--- src/rtl/ftuc_pkg.sv ---
// Shared constants, result structs and the cumulative-days table for the
// FAT timestamp converter. No dependencies.
`default_nettype none

package ftuc_pkg;

    localparam int NumStages = 9;

    localparam logic [31:0] SecsAt1980  = 32'd315532800;
    localparam logic [16:0] SecsPerDay  = 17'd86400;
    localparam logic [11:0] SecsPerHour = 12'd3600;
    localparam logic [5:0]  SecsPerMin  = 6'd60;
    localparam logic [11:0] DaysTo1980  = 12'd3653;
    localparam logic [11:0] DayBias     = 12'd3652;
    localparam logic [8:0]  DaysPerYear = 9'd365;
    localparam logic [8:0]  LeapDayIdx  = 9'd59;
    localparam logic [7:0]  MaxFatYear  = 8'd127;
    localparam logic [15:0] MaxFatDate  = 16'hFF9F;
    localparam logic [15:0] MaxFatTime  = 16'hBF7D;

    // Rounded-up reciprocals; each is exact over the operand range it sees.
    localparam longint unsigned DayRecipL  = ((64'd1 << 40) + 64'd674) / 64'd675;
    localparam longint unsigned HourRecipL = ((64'd1 << 24) + 64'd224) / 64'd225;
    localparam longint unsigned MinRecipL  = ((64'd1 << 16) + 64'd14) / 64'd15;
    localparam longint unsigned YearRecipL = ((64'd1 << 24) + 64'd364) / 64'd365;

    localparam logic [30:0] DayRecip  = 31'(DayRecipL);
    localparam logic [16:0] HourRecip = 17'(HourRecipL);
    localparam logic [12:0] MinRecip  = 13'(MinRecipL);
    localparam logic [15:0] YearRecip = 16'(YearRecipL);

    typedef struct packed {
        logic [4:0] hour;
        logic [5:0] minute;
        logic [4:0] sec2;
    } t_clock_fields;

    typedef struct packed {
        logic [7:0] year;
        logic [8:0] day_idx;
        logic [3:0] month;
    } t_calendar;

    function automatic logic [8:0] f_cum_days(input logic [3:0] idx);
        logic [8:0] days;
        unique case (idx)
            4'd0:    days = 9'd0;
            4'd1:    days = 9'd31;
            4'd2:    days = 9'd59;
            4'd3:    days = 9'd90;
            4'd4:    days = 9'd120;
            4'd5:    days = 9'd151;
            4'd6:    days = 9'd181;
            4'd7:    days = 9'd212;
            4'd8:    days = 9'd243;
            4'd9:    days = 9'd273;
            4'd10:   days = 9'd304;
            4'd11:   days = 9'd334;
            default: days = 9'd0;
        endcase
        return days;
    endfunction

endpackage

`default_nettype wire

--- src/rtl/ftuc_fat_to_unix.sv ---
// Two-stage FAT date/time to Unix seconds datapath with a wrap bit.
// Depends on ftuc_pkg.
`default_nettype none

module ftuc_fat_to_unix (
    input  wire logic        i_clk,
    input  wire logic [1:0]  i_en,
    input  wire logic [15:0] i_fat_date,
    input  wire logic [15:0] i_fat_time,
    output logic      [32:0] o_seconds
);

    logic [3:0]  month_idx;
    logic [6:0]  year;
    logic        leap_fix;
    logic [15:0] n_days;
    logic [16:0] n_tod;
    logic [15:0] r_days;
    logic [16:0] r_tod;
    logic [32:0] r_seconds;

    always_comb begin
        month_idx = 4'(i_fat_date[8:5] - 4'd1);
        year      = i_fat_date[15:9];
        leap_fix  = (year[1:0] == 2'd0) && (month_idx < 4'd2);
        n_days    = 16'(i_fat_date[4:0]) + 16'(ftuc_pkg::f_cum_days(month_idx))
                  + 16'(year[6:2]) + 16'(year) * 16'(ftuc_pkg::DaysPerYear)
                  + 16'(ftuc_pkg::DaysTo1980) - 16'd1 - 16'(leap_fix);
        n_tod     = 17'(i_fat_time[4:0]) * 17'd2
                  + 17'(i_fat_time[10:5]) * 17'(ftuc_pkg::SecsPerMin)
                  + 17'(i_fat_time[15:11]) * 17'(ftuc_pkg::SecsPerHour);
    end

    always_ff @(posedge i_clk) begin
        if (i_en[0]) begin
            r_days <= n_days;
            r_tod  <= n_tod;
        end
        if (i_en[1]) begin
            r_seconds <= 33'(r_days) * 33'(ftuc_pkg::SecsPerDay) + 33'(r_tod);
        end
    end

    assign o_seconds = r_seconds;

endmodule

`default_nettype wire

--- src/rtl/ftuc_day_split.sv ---
// Four-stage front end for Unix to FAT: clamps to 1980, splits seconds into
// whole days since 1980 and seconds of the day. Depends on ftuc_pkg.
`default_nettype none

module ftuc_day_split (
    input  wire logic        i_clk,
    input  wire logic [3:0]  i_en,
    input  wire logic [31:0] i_unix_seconds,
    output logic      [16:0] o_sec_of_day,
    output logic      [15:0] o_days,
    output logic             o_clamp
);

    logic [55:0] day_prod;
    logic [31:0] r1_secs;
    logic        r1_clamp;
    logic [31:0] r2_secs;
    logic [15:0] r2_quot;
    logic        r2_clamp;
    logic [31:0] r3_secs;
    logic [15:0] r3_quot;
    logic [31:0] r3_prod;
    logic        r3_clamp;
    logic [16:0] r4_rem;
    logic [15:0] r4_days;
    logic        r4_clamp;

    // Dividing by 86400 is a shift by 7 and an exact reciprocal of 675.
    assign day_prod = 56'(r1_secs[31:7]) * 56'(ftuc_pkg::DayRecip);

    always_ff @(posedge i_clk) begin
        if (i_en[0]) begin
            if (i_unix_seconds < ftuc_pkg::SecsAt1980) begin
                r1_secs  <= ftuc_pkg::SecsAt1980;
                r1_clamp <= 1'b1;
            end else begin
                r1_secs  <= i_unix_seconds;
                r1_clamp <= 1'b0;
            end
        end
        if (i_en[1]) begin
            r2_secs  <= r1_secs;
            r2_quot  <= day_prod[55:40];
            r2_clamp <= r1_clamp;
        end
        if (i_en[2]) begin
            r3_secs  <= r2_secs;
            r3_quot  <= r2_quot;
            r3_prod  <= 32'(32'(r2_quot) * 32'(ftuc_pkg::SecsPerDay));
            r3_clamp <= r2_clamp;
        end
        if (i_en[3]) begin
            r4_rem   <= 17'(r3_secs - r3_prod);
            r4_days  <= r3_quot - 16'(ftuc_pkg::DayBias);
            r4_clamp <= r3_clamp;
        end
    end

    assign o_sec_of_day = r4_rem;
    assign o_days       = r4_days;
    assign o_clamp      = r4_clamp;

endmodule

`default_nettype wire

--- src/rtl/ftuc_clock_fields.sv ---
// Four-stage split of the seconds of a day into hours, minutes and
// seconds/2. Depends on ftuc_pkg.
`default_nettype none

module ftuc_clock_fields (
    input  wire logic                    i_clk,
    input  wire logic [3:0]              i_en,
    input  wire logic [16:0]             i_sec_of_day,
    output ftuc_pkg::t_clock_fields      o_fields
);

    logic [29:0] hour_prod;
    logic [22:0] min_prod;
    logic [5:0]  secs;
    logic [16:0] r5_rem;
    logic [4:0]  r5_hour;
    logic [11:0] r6_rem;
    logic [4:0]  r6_hour;
    logic [11:0] r7_rem;
    logic [4:0]  r7_hour;
    logic [5:0]  r7_min;
    logic [4:0]  r8_hour;
    logic [5:0]  r8_min;
    logic [4:0]  r8_sec2;

    assign hour_prod = 30'(i_sec_of_day[16:4]) * 30'(ftuc_pkg::HourRecip);
    assign min_prod  = 23'(r6_rem[11:2]) * 23'(ftuc_pkg::MinRecip);
    assign secs      = 6'(r7_rem - 12'(r7_min) * 12'(ftuc_pkg::SecsPerMin));

    always_ff @(posedge i_clk) begin
        if (i_en[0]) begin
            r5_rem  <= i_sec_of_day;
            r5_hour <= hour_prod[28:24];
        end
        if (i_en[1]) begin
            r6_rem  <= 12'(r5_rem - 17'(r5_hour) * 17'(ftuc_pkg::SecsPerHour));
            r6_hour <= r5_hour;
        end
        if (i_en[2]) begin
            r7_rem  <= r6_rem;
            r7_hour <= r6_hour;
            r7_min  <= min_prod[21:16];
        end
        if (i_en[3]) begin
            r8_hour <= r7_hour;
            r8_min  <= r7_min;
            r8_sec2 <= secs[5:1];
        end
    end

    assign o_fields.hour   = r8_hour;
    assign o_fields.minute = r8_min;
    assign o_fields.sec2   = r8_sec2;

endmodule

`default_nettype wire

--- src/rtl/ftuc_calendar.sv ---
// Four-stage split of days since 1980 into year, day of year and month,
// with the leap day handled apart. Depends on ftuc_pkg.
`default_nettype none

module ftuc_calendar (
    input  wire logic               i_clk,
    input  wire logic [3:0]         i_en,
    input  wire logic [15:0]        i_days,
    output ftuc_pkg::t_calendar     o_cal
);

    logic [31:0] year_prod;
    logic [7:0]  year_m1;
    logic        leap;
    logic [8:0]  n_day_idx;
    logic [3:0]  n_month;
    logic [15:0] r5_days;
    logic [7:0]  r5_year;
    logic [15:0] r6_days;
    logic [7:0]  r6_year;
    logic [16:0] r6_base0;
    logic [16:0] r6_base1;
    logic [7:0]  r7_year;
    logic [8:0]  r7_doy;
    logic [7:0]  r8_year;
    logic [8:0]  r8_day_idx;
    logic [3:0]  r8_month;

    assign year_prod = 32'(i_days) * 32'(ftuc_pkg::YearRecip);
    assign year_m1   = r5_year - 8'd1;
    assign leap      = (r7_year[1:0] == 2'd0);

    always_comb begin
        n_month = 4'd1;
        if (leap && r7_doy == ftuc_pkg::LeapDayIdx) begin
            n_day_idx = r7_doy;
            n_month   = 4'd2;
        end else begin
            if (!leap || r7_doy <= ftuc_pkg::LeapDayIdx) begin
                n_day_idx = r7_doy;
            end else begin
                n_day_idx = r7_doy - 9'd1;
            end
            for (int j = 1; j < 12; j++) begin
                if (ftuc_pkg::f_cum_days(4'(j)) <= n_day_idx) begin
                    n_month = n_month + 4'd1;
                end
            end
        end
    end

    always_ff @(posedge i_clk) begin
        if (i_en[0]) begin
            r5_days <= i_days;
            r5_year <= year_prod[31:24];
        end
        if (i_en[1]) begin
            r6_days  <= r5_days;
            r6_year  <= r5_year;
            r6_base0 <= 17'((9'(r5_year) + 9'd3) >> 2)
                      + 17'(r5_year) * 17'(ftuc_pkg::DaysPerYear);
            r6_base1 <= 17'((9'(r5_year) + 9'd2) >> 2)
                      + 17'(year_m1) * 17'(ftuc_pkg::DaysPerYear);
        end
        if (i_en[2]) begin
            if (r6_base0 > 17'(r6_days)) begin
                r7_year <= r6_year - 8'd1;
                r7_doy  <= 9'(17'(r6_days) - r6_base1);
            end else begin
                r7_year <= r6_year;
                r7_doy  <= 9'(17'(r6_days) - r6_base0);
            end
        end
        if (i_en[3]) begin
            r8_year    <= r7_year;
            r8_day_idx <= n_day_idx;
            r8_month   <= n_month;
        end
    end

    assign o_cal.year    = r8_year;
    assign o_cal.day_idx = r8_day_idx;
    assign o_cal.month   = r8_month;

endmodule

`default_nettype wire

--- src/rtl/fat_timestamp_unix_converter_unit.sv ---
// Pipeline of nine stages from an accepted input transaction to its output transaction.
// Throughput: one transaction per cycle when not back-pressured; each stage holds only while
// its successor is full, so bubbles close up under output back-pressure.
// Reset (synchronous, active low) clears the stage valid bits; no other state is reset.
// Depends on ftuc_pkg, ftuc_fat_to_unix, ftuc_day_split, ftuc_clock_fields, ftuc_calendar.
`default_nettype none

module fat_timestamp_unix_converter_unit (
    input  wire logic        i_clk,
    input  wire logic        i_rst_n,
    input  wire logic        s_axis_tvalid,
    output logic             s_axis_tready,
    // [15:0] fat_date_in, [31:16] fat_time_in, [63:32] unix_seconds_in
    input  wire logic [63:0] s_axis_tdata,
    // [0] mode
    input  wire logic [0:0]  s_axis_tuser,
    output logic             m_axis_tvalid,
    input  wire logic        m_axis_tready,
    // [31:0] unix_seconds_out, [47:32] fat_date_out, [63:48] fat_time_out
    output logic      [63:0] m_axis_tdata,
    // [0] clamped, [1] overflow
    output logic      [1:0]  m_axis_tuser
);

    localparam int Last = ftuc_pkg::NumStages;

    logic [Last:1]           en;
    logic [Last:1]           r_vld;
    logic [Last-1:1]         r_mode;
    logic [Last-1:5]         r_clamp;
    logic [32:0]             r_f2u [3:Last-1];
    logic [32:0]             f2u_secs;
    logic [16:0]             sec_of_day;
    logic [15:0]             days;
    logic                    clamp4;
    ftuc_pkg::t_clock_fields clk_fields;
    ftuc_pkg::t_calendar     cal;
    logic [4:0]              dom;
    logic [31:0]             n_unix;
    logic [15:0]             n_date;
    logic [15:0]             n_time;
    logic                    n_clamp;
    logic                    n_ovf;
    logic [31:0]             r_unix;
    logic [15:0]             r_date;
    logic [15:0]             r_time;
    logic                    r_clamp_o;
    logic                    r_ovf;

    always_comb begin
        en[Last] = !r_vld[Last] || m_axis_tready;
        for (int k = Last - 1; k >= 1; k--) begin
            en[k] = !r_vld[k] || en[k+1];
        end
    end

    assign s_axis_tready = en[1];

    ftuc_fat_to_unix u_f2u (
        .i_clk      (i_clk),
        .i_en       (en[2:1]),
        .i_fat_date (s_axis_tdata[15:0]),
        .i_fat_time (s_axis_tdata[31:16]),
        .o_seconds  (f2u_secs)
    );

    ftuc_day_split u_split (
        .i_clk          (i_clk),
        .i_en           (en[4:1]),
        .i_unix_seconds (s_axis_tdata[63:32]),
        .o_sec_of_day   (sec_of_day),
        .o_days         (days),
        .o_clamp        (clamp4)
    );

    ftuc_clock_fields u_clock (
        .i_clk        (i_clk),
        .i_en         (en[8:5]),
        .i_sec_of_day (sec_of_day),
        .o_fields     (clk_fields)
    );

    ftuc_calendar u_cal (
        .i_clk  (i_clk),
        .i_en   (en[8:5]),
        .i_days (days),
        .o_cal  (cal)
    );

    always_ff @(posedge i_clk) begin
        if (!i_rst_n) begin
            r_vld <= '0;
        end else begin
            if (en[1]) begin
                r_vld[1] <= s_axis_tvalid;
            end
            for (int k = 2; k <= Last; k++) begin
                if (en[k]) begin
                    r_vld[k] <= r_vld[k-1];
                end
            end
        end
    end

    always_ff @(posedge i_clk) begin
        if (en[1]) begin
            r_mode[1] <= s_axis_tuser[0];
        end
        for (int k = 2; k < Last; k++) begin
            if (en[k]) begin
                r_mode[k] <= r_mode[k-1];
            end
        end
        if (en[5]) begin
            r_clamp[5] <= clamp4;
        end
        for (int k = 6; k < Last; k++) begin
            if (en[k]) begin
                r_clamp[k] <= r_clamp[k-1];
            end
        end
        if (en[3]) begin
            r_f2u[3] <= f2u_secs;
        end
        for (int k = 4; k < Last; k++) begin
            if (en[k]) begin
                r_f2u[k] <= r_f2u[k-1];
            end
        end
    end

    always_comb begin
        dom     = 5'(cal.day_idx - ftuc_pkg::f_cum_days(cal.month - 4'd1) + 9'd1);
        n_unix  = '0;
        n_date  = '0;
        n_time  = '0;
        n_clamp = 1'b0;
        n_ovf   = 1'b0;
        if (!r_mode[Last-1]) begin
            n_unix = r_f2u[Last-1][31:0];
            n_ovf  = r_f2u[Last-1][32];
        end else begin
            n_clamp = r_clamp[Last-1];
            if (cal.year > ftuc_pkg::MaxFatYear) begin
                n_date = ftuc_pkg::MaxFatDate;
                n_time = ftuc_pkg::MaxFatTime;
                n_ovf  = 1'b1;
            end else begin
                n_date = {cal.year[6:0], cal.month, dom};
                n_time = {clk_fields.hour, clk_fields.minute, clk_fields.sec2};
            end
        end
    end

    always_ff @(posedge i_clk) begin
        if (en[Last]) begin
            r_unix    <= n_unix;
            r_date    <= n_date;
            r_time    <= n_time;
            r_clamp_o <= n_clamp;
            r_ovf     <= n_ovf;
        end
    end

    assign m_axis_tvalid = r_vld[Last];
    assign m_axis_tdata  = {r_time, r_date, r_unix};
    assign m_axis_tuser  = {r_ovf, r_clamp_o};

endmodule

`default_nettype wire

--- config.mk ---
export PLATFORM = sky130hd
export DESIGN_NAME = fat_timestamp_unix_converter_unit
export DESIGN_NICKNAME = d
export VERILOG_FILES = /design/src/rtl/ftuc_pkg.sv /design/src/rtl/ftuc_fat_to_unix.sv /design/src/rtl/ftuc_day_split.sv /design/src/rtl/ftuc_clock_fields.sv /design/src/rtl/ftuc_calendar.sv /design/src/rtl/fat_timestamp_unix_converter_unit.sv
export SDC_FILE = /design/constraint.sdc
export NUM_CORES = 2
export LEC_CHECK = 0
export BUFFER_PORTS_ARGS = -buffer_cell sky130_fd_sc_hd__buf_2
export CELL_PAD_IN_SITES_DETAIL_PLACEMENT = 0
export CELL_PAD_IN_SITES_GLOBAL_PLACEMENT = 2
export CORE_MARGIN = 2
export CORE_UTILIZATION = 44
export CTS_CLUSTER_SIZE = 10
export DETAILED_ROUTE_END_ITERATION = 10
export PLACE_DENSITY_LB_ADDON = 0.1
export SLEW_MARGIN = 20
export SYNTH_ARGS = -nofsm -noshare
export SYNTH_HDL_FRONTEND = slang
export SYNTH_SLANG_ARGS = --single-unit
--- constraint.sdc ---
create_clock -name i_clk -period 7.6 [get_ports i_clk]
set_input_delay 0.38 -clock i_clk [delete_from_list [all_inputs] [get_ports i_clk]]
set_output_delay 0.38 -clock i_clk [all_outputs]
set_load 0.01 [all_outputs]
==> metrics.md <==
| Metric | Value |
|---|---|
| Hold WC Path Type | in -> reg |
| Initial DRC count | 1,063 |
| Critical-path top delay cell | o311ai_0 |
| Asr flop ratio synth | 0 |
| Most frequent cells in the layout | ha_1 (940), inv_1 (911), edfxtp_1 (645) |
| MaxCap Viol Count | 0 |
| Total number of vias | 29,130 |
| Buffers on Ports | 134 |
| Post-Synthesis Cell Area | 52,270 um2 |
| Die area | ~120,000 um2 |
| Top FF cell, synth | edfxtp_1 |
| Worst EP required | approximately 8.0 ns |
| Synthesized flop and latch total | 654 |
| Metal3 WL | ~2200 um |
| Sequential area share after synthesis | 0.3740 |
| Yosys cell types | 96 |
| Buf/Inv on CP | 2 |
| CP peak stage delay | approximately 0.63 ns |
| Clock buffer depth | 3 |
| Ys Warns | 0 |
| Cells after Synth | 4,249 |
| Seq. cell area | approximately 20,000 um2 |
| Largest net degree at the start of global routing | 75 |
| Die height | about 350 um |
| Final Skew | 0.03620 ns |
| Highest Signal Layer | met4 |
| Clock slew at reported path FFs | 0.06 ns |
| Unrepaired setup endpoints after global routing | no |
| CP endpoint kind | flop |
| Global-route usage over all layers | 0.1758 |
| Max FO, Critical Path | 9 |
| Fill count | 10,690 |
| Worst R2R Start | u_cal.r7_doy[0] |
| Register-to-register setup slack | 0.63 ns |
| WS Path Type | reg -> reg |
| First-pass GRT wire length | ~170,000 um |
| Fin crit period | between 6 and 7 ns |
| CP Depth | 27 |
| Max Clock Freq | between 100 and 150 MHz |
| Element type at the critical path start | flop |
| CTS tree | done |
| Worst skew pair latency | 0.66 ns |
| H-tree levels | 3 |
| Leading cell type in the layout, fill and taps excluded | ha_1 |
| DRC | 0 |
| N_diodes | 0 |
| Worst slew pin tran | 1.043 ns |
| Row count | roughly 130 |
| Min-delay src | s_axis_tdata[58] |
| Setup slack at placement | 0.4473 ns |
| Final period utilization | 0.9165 |
| Nets | between 5,000 and 6,000 |
| Routability congestion estimate | 0.8262 |
| Starting density of the core | 0.4432 |
| Setup violations, final | 0 |
| DP HPWL | 82,240 um |
| Io pins | about 140 |
| Final Hold Vio Count | 0 |
| CTS sink count | 654 |
| Most frequent cell on the critical path | ha_1 |
| Setup_tns | 0 ns |
| DR vias/cell | between 4 and 5 |
| Mapped Avg Cell Area | about 12 um2 |
| Cell family with most CP delay | compound AO/OA/AOI/OAI gates |
| Total gr overflow | 0 |
| Worst R2R Path Depth | 27 |
| Slew headroom | 0.3045 |
| P&R area growth vs syn | 10.37% |
| DRT Pass-1 Iters | 5 |
| Vias in the first global route | 31,150 |
| DRT antenna net count | 0 |
| Syn nets | 5,696 |
| Metal2 WL | 47,760 um |
| Met1 WL | just under 50,000 um |
| WL per Instance | around 17 um |
| Arrival time at the worst endpoint | roughly 7.4 ns |
| Layout cells sized above 1 | 0.07354 |
| Setup ws final | 0.6345 ns |
| Root buffer cell | clkbuf_16 |
| Status | finished clean |
| Antenna violations before repair | 1 |
| EDFF count, synth | 645 |
| R2R Path End | u_cal.r8_month[1] |
| Die width | 348.7 um |
| Final Max Slew Viols | 0 |
| Core Footprint | 117,900 um2 |
| Crit path to | u_cal.r8_month[1] |
| Total Wirelength | 101,500 um |
| Number of buffers created by CTS | 81 |
| Multi-input gate area | 29,150 um2 |
| Critical path launch point | u_cal.r7_doy[0] |
-- state kept, by name, indices dropped and copies added (netlist names), 17 cells and up --
name / cells
r_f2u: 192
u_f2u.o_seconds: 32
u_split.r1_secs: 31
u_cal.r6_base0: 17
r_unix: 31
-- routing by layer --
metal | GRT usage | vias up
li1 | - | 14830
met1 | 0.2417 | 13900
met2 | 0.2964 | 289
met3 | 0.01991 | 112
met4 | 0.04460 | 0
met5 | 0 | -
-- worst min path at each step --
stage                          endpoint  cells after the start
floorplan                    r_clamp[5]                      0
global placement              r_mode[4]                      0
detailed placement        r_f2u[0][109]                      0
CTS                 u_split.r1_secs[26]                      2
global route        u_split.r1_secs[26]                      2
finish              u_split.r1_secs[26]                      2
-- worst register-to-register path, stage by stage (launching register included) --
cell	delay [ns]
edfxtp_1	0.51
ha_1	0.26
nand3b_1	0.19
a2111o_1	0.53
nand2_1	0.14
a22oi_1	0.14
o311ai_0	0.63
inv_1	0.21
fa_1	0.63
or3_1	0.41
o211ai_1	0.14
inv_1	0.08
ha_1	0.31
nand2_1	0.06
nand2_1	0.11
xnor2_1	0.16
a21o_1	0.18
ha_1	0.31
nor2b_1	0.05
a31oi_1	0.23
xor2_1	0.17
a21oi_1	0.08
ha_1	0.31
nor2_1	0.04
a21oi_1	0.33
ha_1	0.30
mux2i_1	0.14
nand2_1	0.06
-- logic make-up (layout without fill, tap and decap cells) --
logic type	count (synthesis)	after routing	synth area share
AO/OA/AOI/OAI	512	512	0.06576
XOR/XNOR	282	282	0.04886
adder cells (fa/ha/maj)	1378	1378	0.3928
buffers and inverters	949	1242	0.06906
flip-flops	654	654	0.3740
multiplexers	14	14	0.002753
other	1	1	0.00007175
AND/OR/NAND/NOR	459	459	0.04668
-- cell usage after synthesis (4+ instances only) --
cell type / count / area share
a21o_1: 75 / 0.011
nor2_1: 81 / 0.0058
ha_1: 940 / 0.23
and3_1: 11 / 0.0013
a31o_2: 6 / 0.0010
a211oi_1: 8 / 0.0011
buf_4: 8 / 0.0011
o21a_1: 52 / 0.0075
o22ai_1: 4 / 0.00048
o31a_1: 5 / 0.00084
o31ai_1: 7 / 0.0010
clkbuf_1: 22 / 0.0016
nor3b_1: 4 / 0.00057
o21ai_0: 75 / 0.0072
xnor2_1: 197 / 0.033
a22oi_1: 4 / 0.00057
or2_2: 16 / 0.0019
dfxtp_1: 9 / 0.0034
a31oi_1: 13 / 0.0016
nor3_1: 34 / 0.0033
nor2b_1: 79 / 0.0095
inv_1: 916 / 0.066
nor4_1: 10 / 0.0012
or3_1: 9 / 0.0011
nand4_1: 22 / 0.0026
fa_1: 438 / 0.17
o21bai_1: 41 / 0.0059
nand2_1: 90 / 0.0065
and2_1: 21 / 0.0025
nand4b_1: 6 / 0.0010
o2111ai_1: 4 / 0.00067
a21oi_1: 139 / 0.013
nand2b_1: 21 / 0.0025
nand3_1: 34 / 0.0033
a21boi_0: 10 / 0.0014
o21ai_1: 5 / 0.00048
a211o_1: 5 / 0.00084
o41ai_1: 5 / 0.00084
mux2i_1: 11 / 0.0021
a2111oi_0: 4 / 0.00067
a41oi_1: 4 / 0.00067
o211ai_1: 11 / 0.0016
xor2_1: 78 / 0.013
edfxtp_1: 645 / 0.37
-- per-stage QoR --
stage	cell area (um2)	hold WS (ns)	instances	utilization
2_1_floorplan	52270	0.4003	4249	-
4_1_cts	57680	0.00005951	6078	0.4892
5_1_grt	57690	0.02458	6078	0.4892
3_5_place_dp	55010	0.4045	5923	0.4665
6_report	57690	0.05522	6078	0.4892
3_3_place_gp	55010	0.4002	5923	0.4665
-- area by class of cell --
cell class,count,share of cell area
multi-input combinational,2646,0.5053
sequential,654,0.3389
timing repair buffer,200,0.02147
inverter,916,0.05967
clock inverter,21,0.004468
clock buffer,105,0.03687
tap,1536,0.03331
-- what timing repair did --
item	4_1_cts	5_1_grt
setup buffers	0	0
resized for setup	0	1
endpoints found under the hold margin	33	0
endpoints found under the setup margin	0	1
hold buffers	29	0
Power is not shown: default switching activity piles up to over one toggle a cycle in this logic, so the estimate is an artifact.
